<file path="config.mk">
export PLATFORM = sky130hd
export DESIGN_NAME = base64_encoder
export DESIGN_NICKNAME = d
export VERILOG_FILES = /design/src/hdl/b64_pkg.sv /design/src/hdl/b64_front.sv /design/src/hdl/b64_queue.sv /design/src/hdl/b64_back.sv /design/src/hdl/base64_encoder.sv
export SDC_FILE = /design/constraint.sdc
export NUM_CORES = 1
export LEC_CHECK = 0
export BUFFER_PORTS_ARGS = -buffer_cell sky130_fd_sc_hd__buf_4
export CORE_MARGIN = 2
export CORE_UTILIZATION = 30
export DETAILED_ROUTE_END_ITERATION = 8
export GPL_ROUTABILITY_DRIVEN = 0
export PLACE_DENSITY_LB_ADDON = 0.2
export SKIP_CTS_REPAIR_TIMING = 1
export SYNTH_ARGS = -nofsm -noshare
export SYNTH_HDL_FRONTEND = slang
export SYNTH_SLANG_ARGS = --single-unit
</file>
<file path="constraint.sdc">
create_clock -name aclk -period 3.9 [get_ports aclk]
set_clock_uncertainty 0.15 [all_clocks]
set_input_delay 0.195 -clock aclk [delete_from_list [all_inputs] [get_ports aclk]]
set_output_delay 0.195 -clock aclk [all_outputs]
set_load 0.02 [all_outputs]
</file>
<file path="src/hdl/b64_pkg.sv">
// Shared types, constants and the sextet-to-character mapping for the Base64 encoder.
`timescale 1ns / 1ps
package b64_pkg;

    localparam int unsigned ByteW  = 8;
    localparam int unsigned CharW  = 7;
    localparam int unsigned Sextet = 6;
    localparam int unsigned Chars  = 4;
    localparam int unsigned QueueDepth = 2;

    localparam logic [CharW-1:0] PadChar = 7'h3d;
    localparam logic [CharW-1:0] UpperA  = 7'h41;
    localparam logic [CharW-1:0] LowerA  = 7'h61;
    localparam logic [CharW-1:0] Digit0  = 7'h30;
    localparam logic [CharW-1:0] PlusCh  = 7'h2b;
    localparam logic [CharW-1:0] SlashCh = 7'h2f;

    localparam logic [ByteW-1:0] MaskHi6 = 8'hfc;
    localparam logic [ByteW-1:0] MaskLo2 = 8'h03;
    localparam logic [ByteW-1:0] MaskHi4 = 8'hf0;
    localparam logic [ByteW-1:0] MaskLo4 = 8'h0f;
    localparam logic [ByteW-1:0] MaskHi2 = 8'hc0;
    localparam logic [ByteW-1:0] MaskLo6 = 8'h3f;

    typedef struct packed {
        logic [Chars-1:0][CharW-1:0] chars;
        logic                        fin;
    } group_t;

    typedef struct packed {
        logic push;
        logic full;
    } q_wr_t;

    typedef struct packed {
        logic pop;
        logic valid;
    } q_rd_t;

    function automatic logic [CharW-1:0] sextet_char(input logic [Sextet-1:0] s);
        logic [CharW-1:0] sx;
        sx = {1'b0, s};
        priority if (s < 6'd26) begin
            sextet_char = UpperA + sx;
        end else if (s < 6'd52) begin
            sextet_char = LowerA + sx - 7'd26;
        end else if (s < 6'd62) begin
            sextet_char = Digit0 + sx - 7'd52;
        end else if (s == 6'd62) begin
            sextet_char = PlusCh;
        end else begin
            sextet_char = SlashCh;
        end
    endfunction

endpackage

</file>
<file path="src/hdl/b64_front.sv">
// Front end: holds pending bytes and turns each completed group into four characters.
`timescale 1ns / 1ps
module b64_front
    import b64_pkg::*;
(
    input  logic             aclk,
    input  logic             aresetn,
    input  logic             s_valid,
    output logic             s_ready,
    input  logic [ByteW-1:0] s_data_byte,
    input  logic             s_final_byte,
    output q_wr_t            q_wr,
    input  logic             q_full,
    output group_t           q_group
);

    logic [ByteW-1:0] first_reg, first_next;
    logic [ByteW-1:0] second_reg, second_next;
    logic [1:0]       count_reg, count_next;

    logic [1:0]       cnt;
    logic             fire;
    logic             emit;
    logic [ByteW-1:0] x0, x1, x2;
    logic [Chars-1:0][CharW-1:0] ch;

    assign s_ready = !q_full;
    assign fire    = s_valid && s_ready;
    assign cnt     = (count_reg == 2'd3) ? 2'd2 : count_reg;
    assign emit    = s_final_byte || (cnt == 2'd2);

    always_comb begin
        unique case (cnt)
            2'd0: begin
                x0 = s_data_byte; x1 = '0;          x2 = '0;
            end
            2'd1: begin
                x0 = first_reg;   x1 = s_data_byte; x2 = '0;
            end
            default: begin
                x0 = first_reg;   x1 = second_reg;  x2 = s_data_byte;
            end
        endcase
    end

    always_comb begin
        ch[0] = sextet_char(Sextet'((x0 & MaskHi6) >> 2));
        ch[1] = sextet_char(Sextet'({x0 & MaskLo2, 4'b0} | ((x1 & MaskHi4) >> 4)));
        ch[2] = sextet_char(Sextet'({x1 & MaskLo4, 2'b0} | ((x2 & MaskHi2) >> 6)));
        ch[3] = sextet_char(Sextet'(x2 & MaskLo6));
        q_group.fin   = s_final_byte;
        q_group.chars = ch;
        if (cnt == 2'd0) begin
            q_group.chars[2] = PadChar;
        end
        if (cnt != 2'd2) begin
            q_group.chars[3] = PadChar;
        end
    end

    assign q_wr.push = fire && emit;
    assign q_wr.full = q_full;

    always_comb begin
        first_next  = first_reg;
        second_next = second_reg;
        count_next  = count_reg;
        if (fire) begin
            if (emit) begin
                first_next  = '0;
                second_next = '0;
                count_next  = 2'd0;
            end else if (cnt == 2'd0) begin
                first_next = s_data_byte;
                count_next = 2'd1;
            end else begin
                second_next = s_data_byte;
                count_next  = 2'd2;
            end
        end
    end

    always_ff @(posedge aclk) begin
        if (!aresetn) begin
            first_reg  <= '0;
            second_reg <= '0;
            count_reg  <= 2'd0;
        end else begin
            first_reg  <= first_next;
            second_reg <= second_next;
            count_reg  <= count_next;
        end
    end

endmodule

</file>
<file path="src/hdl/b64_queue.sv">
// Short group queue between the front and back ends.
`timescale 1ns / 1ps
module b64_queue
    import b64_pkg::*;
#(
    parameter int unsigned DEPTH = QueueDepth
) (
    input  logic   aclk,
    input  logic   aresetn,
    input  logic   push,
    input  group_t wr_group,
    output logic   full,
    input  logic   pop,
    output logic   valid,
    output group_t rd_group
);

    localparam int unsigned PtrW = (DEPTH > 1) ? $clog2(DEPTH) : 1;
    localparam int unsigned CntW = $clog2(DEPTH + 1);

    group_t            slot_reg [DEPTH];
    logic [PtrW-1:0]   wr_ptr_reg, wr_ptr_next;
    logic [PtrW-1:0]   rd_ptr_reg, rd_ptr_next;
    logic [CntW-1:0]   count_reg, count_next;
    logic              do_push, do_pop;

    assign full     = (count_reg == CntW'(DEPTH));
    assign valid    = (count_reg != '0);
    assign rd_group = slot_reg[rd_ptr_reg];
    assign do_push  = push && !full;
    assign do_pop   = pop && valid;

    function automatic logic [PtrW-1:0] bump(input logic [PtrW-1:0] p);
        bump = (p == PtrW'(DEPTH - 1)) ? '0 : p + 1'b1;
    endfunction

    always_comb begin
        wr_ptr_next = do_push ? bump(wr_ptr_reg) : wr_ptr_reg;
        rd_ptr_next = do_pop ? bump(rd_ptr_reg) : rd_ptr_reg;
        count_next  = count_reg;
        if (do_push && !do_pop) begin
            count_next = count_reg + 1'b1;
        end else if (do_pop && !do_push) begin
            count_next = count_reg - 1'b1;
        end
    end

    always_ff @(posedge aclk) begin
        if (do_push) begin
            slot_reg[wr_ptr_reg] <= wr_group;
        end
    end

    always_ff @(posedge aclk) begin
        if (!aresetn) begin
            wr_ptr_reg <= '0;
            rd_ptr_reg <= '0;
            count_reg  <= '0;
        end else begin
            wr_ptr_reg <= wr_ptr_next;
            rd_ptr_reg <= rd_ptr_next;
            count_reg  <= count_next;
        end
    end

endmodule

</file>
<file path="src/hdl/b64_back.sv">
// Back end: sends the four characters of each queued group, one per request.
`timescale 1ns / 1ps
module b64_back
    import b64_pkg::*;
(
    input  logic             aclk,
    input  logic             aresetn,
    input  q_rd_t            q_rd_in,
    output logic             q_pop,
    input  group_t           q_group,
    output logic             m_valid,
    input  logic             m_ready,
    output logic [CharW-1:0] m_out_char,
    output logic             m_group_end,
    output logic             m_message_end
);

    group_t     cur_reg, cur_next;
    logic [1:0] idx_reg, idx_next;
    logic       busy_reg, busy_next;
    logic       last;
    logic       load;

    assign last  = (idx_reg == 2'd3);
    assign load  = !busy_reg || (m_ready && last);
    assign q_pop = load && q_rd_in.valid;

    assign m_valid       = busy_reg;
    assign m_out_char    = cur_reg.chars[idx_reg];
    assign m_group_end   = last;
    assign m_message_end = last && cur_reg.fin;

    always_comb begin
        cur_next  = cur_reg;
        idx_next  = idx_reg;
        busy_next = busy_reg;
        if (load) begin
            cur_next  = q_group;
            idx_next  = 2'd0;
            busy_next = q_rd_in.valid;
        end else if (m_ready) begin
            idx_next = idx_reg + 2'd1;
        end
    end

    always_ff @(posedge aclk) begin
        cur_reg <= cur_next;
        if (!aresetn) begin
            idx_reg  <= 2'd0;
            busy_reg <= 1'b0;
        end else begin
            idx_reg  <= idx_next;
            busy_reg <= busy_next;
        end
    end

endmodule

</file>
<file path="src/hdl/base64_encoder.sv">
// Streaming Base64 encoder top level: front end, group queue and character back end.
//
// Input channel (s_): one plain byte per request, s_final_byte on the last byte
// of a message. Output channel (m_): one ASCII character per request; m_group_end
// marks the fourth character of a group, m_message_end the last of a message.
// Every third byte, or a flagged final byte, forms a group of four characters;
// a partial final group is zero-filled and padded with '='.
// m_valid rises once the group of a group-closing byte has been written into the
// queue and then loaded from the queue into the back end's character register.
// Throughput: one byte per cycle is taken while the group queue has room;
// output runs at one character per cycle while m_ready is high, four per group,
// so sustained input is limited by the single-character output port.
// The queue holds QUEUE_DEPTH groups besides the one in the back end.
// Reset clears held bytes, the count, the queue and the output valid.
// When the receiver stalls, the current character holds; bytes are still
// taken until the queue fills, then s_ready drops.
`timescale 1ns / 1ps
module base64_encoder
    import b64_pkg::*;
#(
    parameter int unsigned QUEUE_DEPTH = QueueDepth
) (
    input  logic             aclk,
    input  logic             aresetn,
    input  logic             s_valid,
    output logic             s_ready,
    input  logic [ByteW-1:0] s_data_byte,
    input  logic             s_final_byte,
    output logic             m_valid,
    input  logic             m_ready,
    output logic [CharW-1:0] m_out_char,
    output logic             m_group_end,
    output logic             m_message_end
);

    q_wr_t  q_wr;
    q_rd_t  q_rd;
    group_t wr_group;
    group_t rd_group;
    logic   q_full;
    logic   q_valid;
    logic   q_pop;

    assign q_rd.pop   = q_pop;
    assign q_rd.valid = q_valid;

    b64_front u_front (
        .aclk         (aclk),
        .aresetn      (aresetn),
        .s_valid      (s_valid),
        .s_ready      (s_ready),
        .s_data_byte  (s_data_byte),
        .s_final_byte (s_final_byte),
        .q_wr         (q_wr),
        .q_full       (q_full),
        .q_group      (wr_group)
    );

    b64_queue #(
        .DEPTH (QUEUE_DEPTH)
    ) u_queue (
        .aclk     (aclk),
        .aresetn  (aresetn),
        .push     (q_wr.push),
        .wr_group (wr_group),
        .full     (q_full),
        .pop      (q_pop),
        .valid    (q_valid),
        .rd_group (rd_group)
    );

    b64_back u_back (
        .aclk          (aclk),
        .aresetn       (aresetn),
        .q_rd_in       (q_rd),
        .q_pop         (q_pop),
        .q_group       (rd_group),
        .m_valid       (m_valid),
        .m_ready       (m_ready),
        .m_out_char    (m_out_char),
        .m_group_end   (m_group_end),
        .m_message_end (m_message_end)
    );

    a_push_room: assert property (@(posedge aclk) disable iff (!aresetn)
        q_wr.push |-> !q_wr.full)
        else $error("group pushed into a full queue");

    a_pop_valid: assert property (@(posedge aclk) disable iff (!aresetn)
        q_rd.pop |-> q_rd.valid)
        else $error("group popped from an empty queue");

    a_msg_on_group: assert property (@(posedge aclk) disable iff (!aresetn)
        (m_valid && m_message_end) |-> m_group_end)
        else $error("message end away from a group end");

    a_refill: assert property (@(posedge aclk) disable iff (!aresetn)
        (m_valid && m_ready && m_group_end && q_valid) |=> m_valid)
        else $error("back end idled with a group waiting");

endmodule

</file>
==> out/qor.csv <==
stage,metric,value,unit
hold_path,Hold Path Sink,u_back.idx_reg[0],
cts,CTS tree,yes,
cts,total CTS buffers,9,
grt,total grt overflow,0,
grt,vias in the first global route,3827,
floorplanning,die height,146,um
cts,H-tree depth,3,
grt,largest net degree at the start of global routing,35,
synthesis,syn nets,542,
placement,DP Wirelength,9940,um
floorplanning,width of the die,146,um
synthesis,Synth cell types,78,
hold_path,WHS Path Cells,3,
route,via/cell ratio,5.09,
sta,Hold Slack,-0.0192,ns
synthesis,ys async rst share,0,
grt,first-pass GRT wire length,21600,um
final_layout,Layout Cells excl Fill,792,
route,Detailed Route WL,13700,um
hold_path,Hold Crit Class,in -> reg,
critical_path,worst-path fanout max,24,
final_layout,Nets,557,
placement,Port Buffer Count,23,
cts,Root Driver,clkbuf_16,
pwr,Static Leakage,0.00239,uW
synthesis,"flops & latches, synth",112,
final_layout,fillcell total,1940,
sta,period utilisation layout,0.814,
route,total number of vias,4032,
route,WL per Instance,17.3,um
sta,fmax,0.315,GHz
cts,clk sink count,112,
final_layout,footprint of the multi-input gates,2680,sq um
flow_run,max-cap violation count,0,
critical_path,r2r setup slk,0.72,ns
critical_path,Reg2Reg Depth,9,
cts,clock transition at the registers of the reported paths,0.07,ns
sta,Final Slew Violations,0,
grt,grt peak-use layer,met2,
route,post-route ant nets,0,
pwr,Max rail drop VDD,0.188,mV
final_layout,n_diodes,0,
synthesis,Synth area leaders,"edfxtp_1, dfxtp_1, mux2_2, ha_1, mux4_2",
placement,Placed Cells incl. Taps,775,
sta,worst slew pin tran,0.894,ns
synthesis,top_reg_cell synth,edfxtp_1,
grt,initial antenna violation count,0,
run_status,outcome,"finished, violations left",
floorplanning,DIE AREA,21300,sq um
grt,global-route track usage on met3,0.0241,
critical_path,CP endpoint kind,register,
synthesis,Post-synth EDFFs,87,
final_layout,max reg flops,58,
critical_path,Worst Setup Start Kind,register,
synthesis,synth cell count leaders,"edfxtp_1, nand2_1, mux2_2, dfxtp_1, ha_1",
sta,final setup TNS,0,ns
floorplanning,row count,51,
final_layout,layout cells sized above 1,0.195,
sta,Final setup viols,0,
grt,total track usage,0.130,
sta,final worst path period need,3.18,ns
sta,unrepaired setup endpoints after global routing,false,
final_layout,area grow syn2layout,11.7,%
synthesis,cell taking the most area after synthesis,edfxtp_1,
pwr,P per Cell Area,509,nW/um^2
critical_path,critical path class,reg -> reg,
synthesis,top-area cell type share of the netlist area,0.433,
floorplanning,# IOs,24,
hold_path,hold path start,m_ready,
cts,Worst-Skew Late Latency,0.35,ns
floorplanning,Initial Util,0.308,
final_layout,register area,3110,sq um
critical_path,WP data required,3.88,ns
grt,met1 Usage GRT,0.181,
synthesis,Syn Std Cell Area,6040,sq um
synthesis,"Seq/Total Area, Yosys",0.516,
synthesis,Ys Warns,0,
sta,slew margin rel.,0.400,
synthesis,Syn Inst Count,507,
critical_path,RR Startpoint,u_front.count_reg[1],
critical_path,RR Endpoint,u_queue.slot_reg[0][5],
route,Pre-Repair DR Iteration Count,5,
pwr,Total Power,3430,uW
synthesis,most common cell in the netlist,edfxtp_1,
synthesis,Syn Area/Cell,11.9,sq um
critical_path,critical path arrival,3.15,ns
grt,GR met2 Demand/Resource,0.205,
route,initial DRC count,380,
floorplanning,core footprint,19600,sq um
sta,"Hold Vio Cnt, Final",2,
run_status,violations in the final reports,hold timing,
route,DRC viols,0,
cts,Longest Clk Path Bufs,2,
## worst max path at each step
stage / start / endpoint / slack [ns] / cells after the start
2_1_floorplan: u_queue.count_reg[0] / u_queue.slot_reg[0][0] / 0.19 / 4
4_1_cts: u_front.count_reg[1] / u_queue.slot_reg[1][6] / 0.77 / 9
5_1_grt: u_front.count_reg[1] / u_queue.slot_reg[1][6] / 0.44 / 9
3_5_place_dp: u_front.count_reg[1] / u_queue.slot_reg[0][6] / 0.81 / 8
6_report: u_front.count_reg[1] / u_queue.slot_reg[0][5] / 0.72 / 9
3_3_place_gp: u_front.count_reg[1] / u_queue.slot_reg[0][6] / 0.84 / 8
## cell families after synthesis
kind of cell | Yosys count | share of synthesized area
buffers and inverters | 51 | 0.0416
adders and majority gates | 22 | 0.0456
muxes | 50 | 0.104
and+or+nand+nor | 143 | 0.133
DFF | 112 | 0.516
AOI/OAI and AO/OA | 119 | 0.145
xor gates and xnor gates | 10 | 0.0145
## placed cells by master, fill, tap and decap left out, types with 4 or more instances in the layout
cell type / count
nor2b_1: 16
o21a_1: 7
xnor2_1: 8
o21ai_1: 4
clkbuf_16: 9
a21o_1: 4
nand2_1: 37
mux2_2: 30
a221oi_1: 4
a21oi_1: 16
and3_1: 5
and2_1: 13
nand4_1: 5
o211ai_1: 6
dfxtp_1: 24
o211a_1: 4
mux2i_1: 12
a31oi_1: 7
nand3_1: 8
a22oi_1: 17
mux4_2: 7
nor2_1: 17
o21ai_0: 16
inv_1: 20
edfxtp_1: 87
a21boi_0: 4
nor3_1: 5
or3_1: 4
buf_4: 30
ha_1: 22
nand3b_1: 5
## report_power, final
part	internal (uW)	switching (uW)	leakage (uW)
Combinational	390	544	0.00127
Clock	455	410	0.000134
Sequential	1550	85.3	0.000985
## critical path, cell delays in order, from the launching register on
cell      delay, ns
dfxtp_2        0.46
nor2_4         0.32
mux2i_1        0.40
inv_1          0.18
ha_1           0.27
o211a_1        0.14
o32ai_2        0.37
and2_4         0.25
a311oi_1       0.09
a41oi_1        0.32
## metal layers
layer / up-vias / part of all wire
li1: 1956 / -
met1: 1952 / 0.49
met2: 104 / 0.45
met3: 20 / 0.038
met4: 0 / 0.018
met5: - / 0
## through the flow
step,cell area (sq um),util,setup slack (ns)
4_1_cts,6740,0.344,0.775
6_report,6750,0.344,0.725
3_3_place_gp,6460,0.330,0.845
2_1_floorplan,6040,-,0.191
5_1_grt,6750,0.344,0.443
3_5_place_dp,6460,0.330,0.807
## area by class of cell
type                       count  area share
sequential                   112       0.462
multi-input combinational    344       0.397
tap                          265      0.0492
timing repair buffer          32      0.0378
clock buffer                  12      0.0365
inverter                      23      0.0132
clock inverter                 4     0.00445
Power figures use the tool's default switching activity.
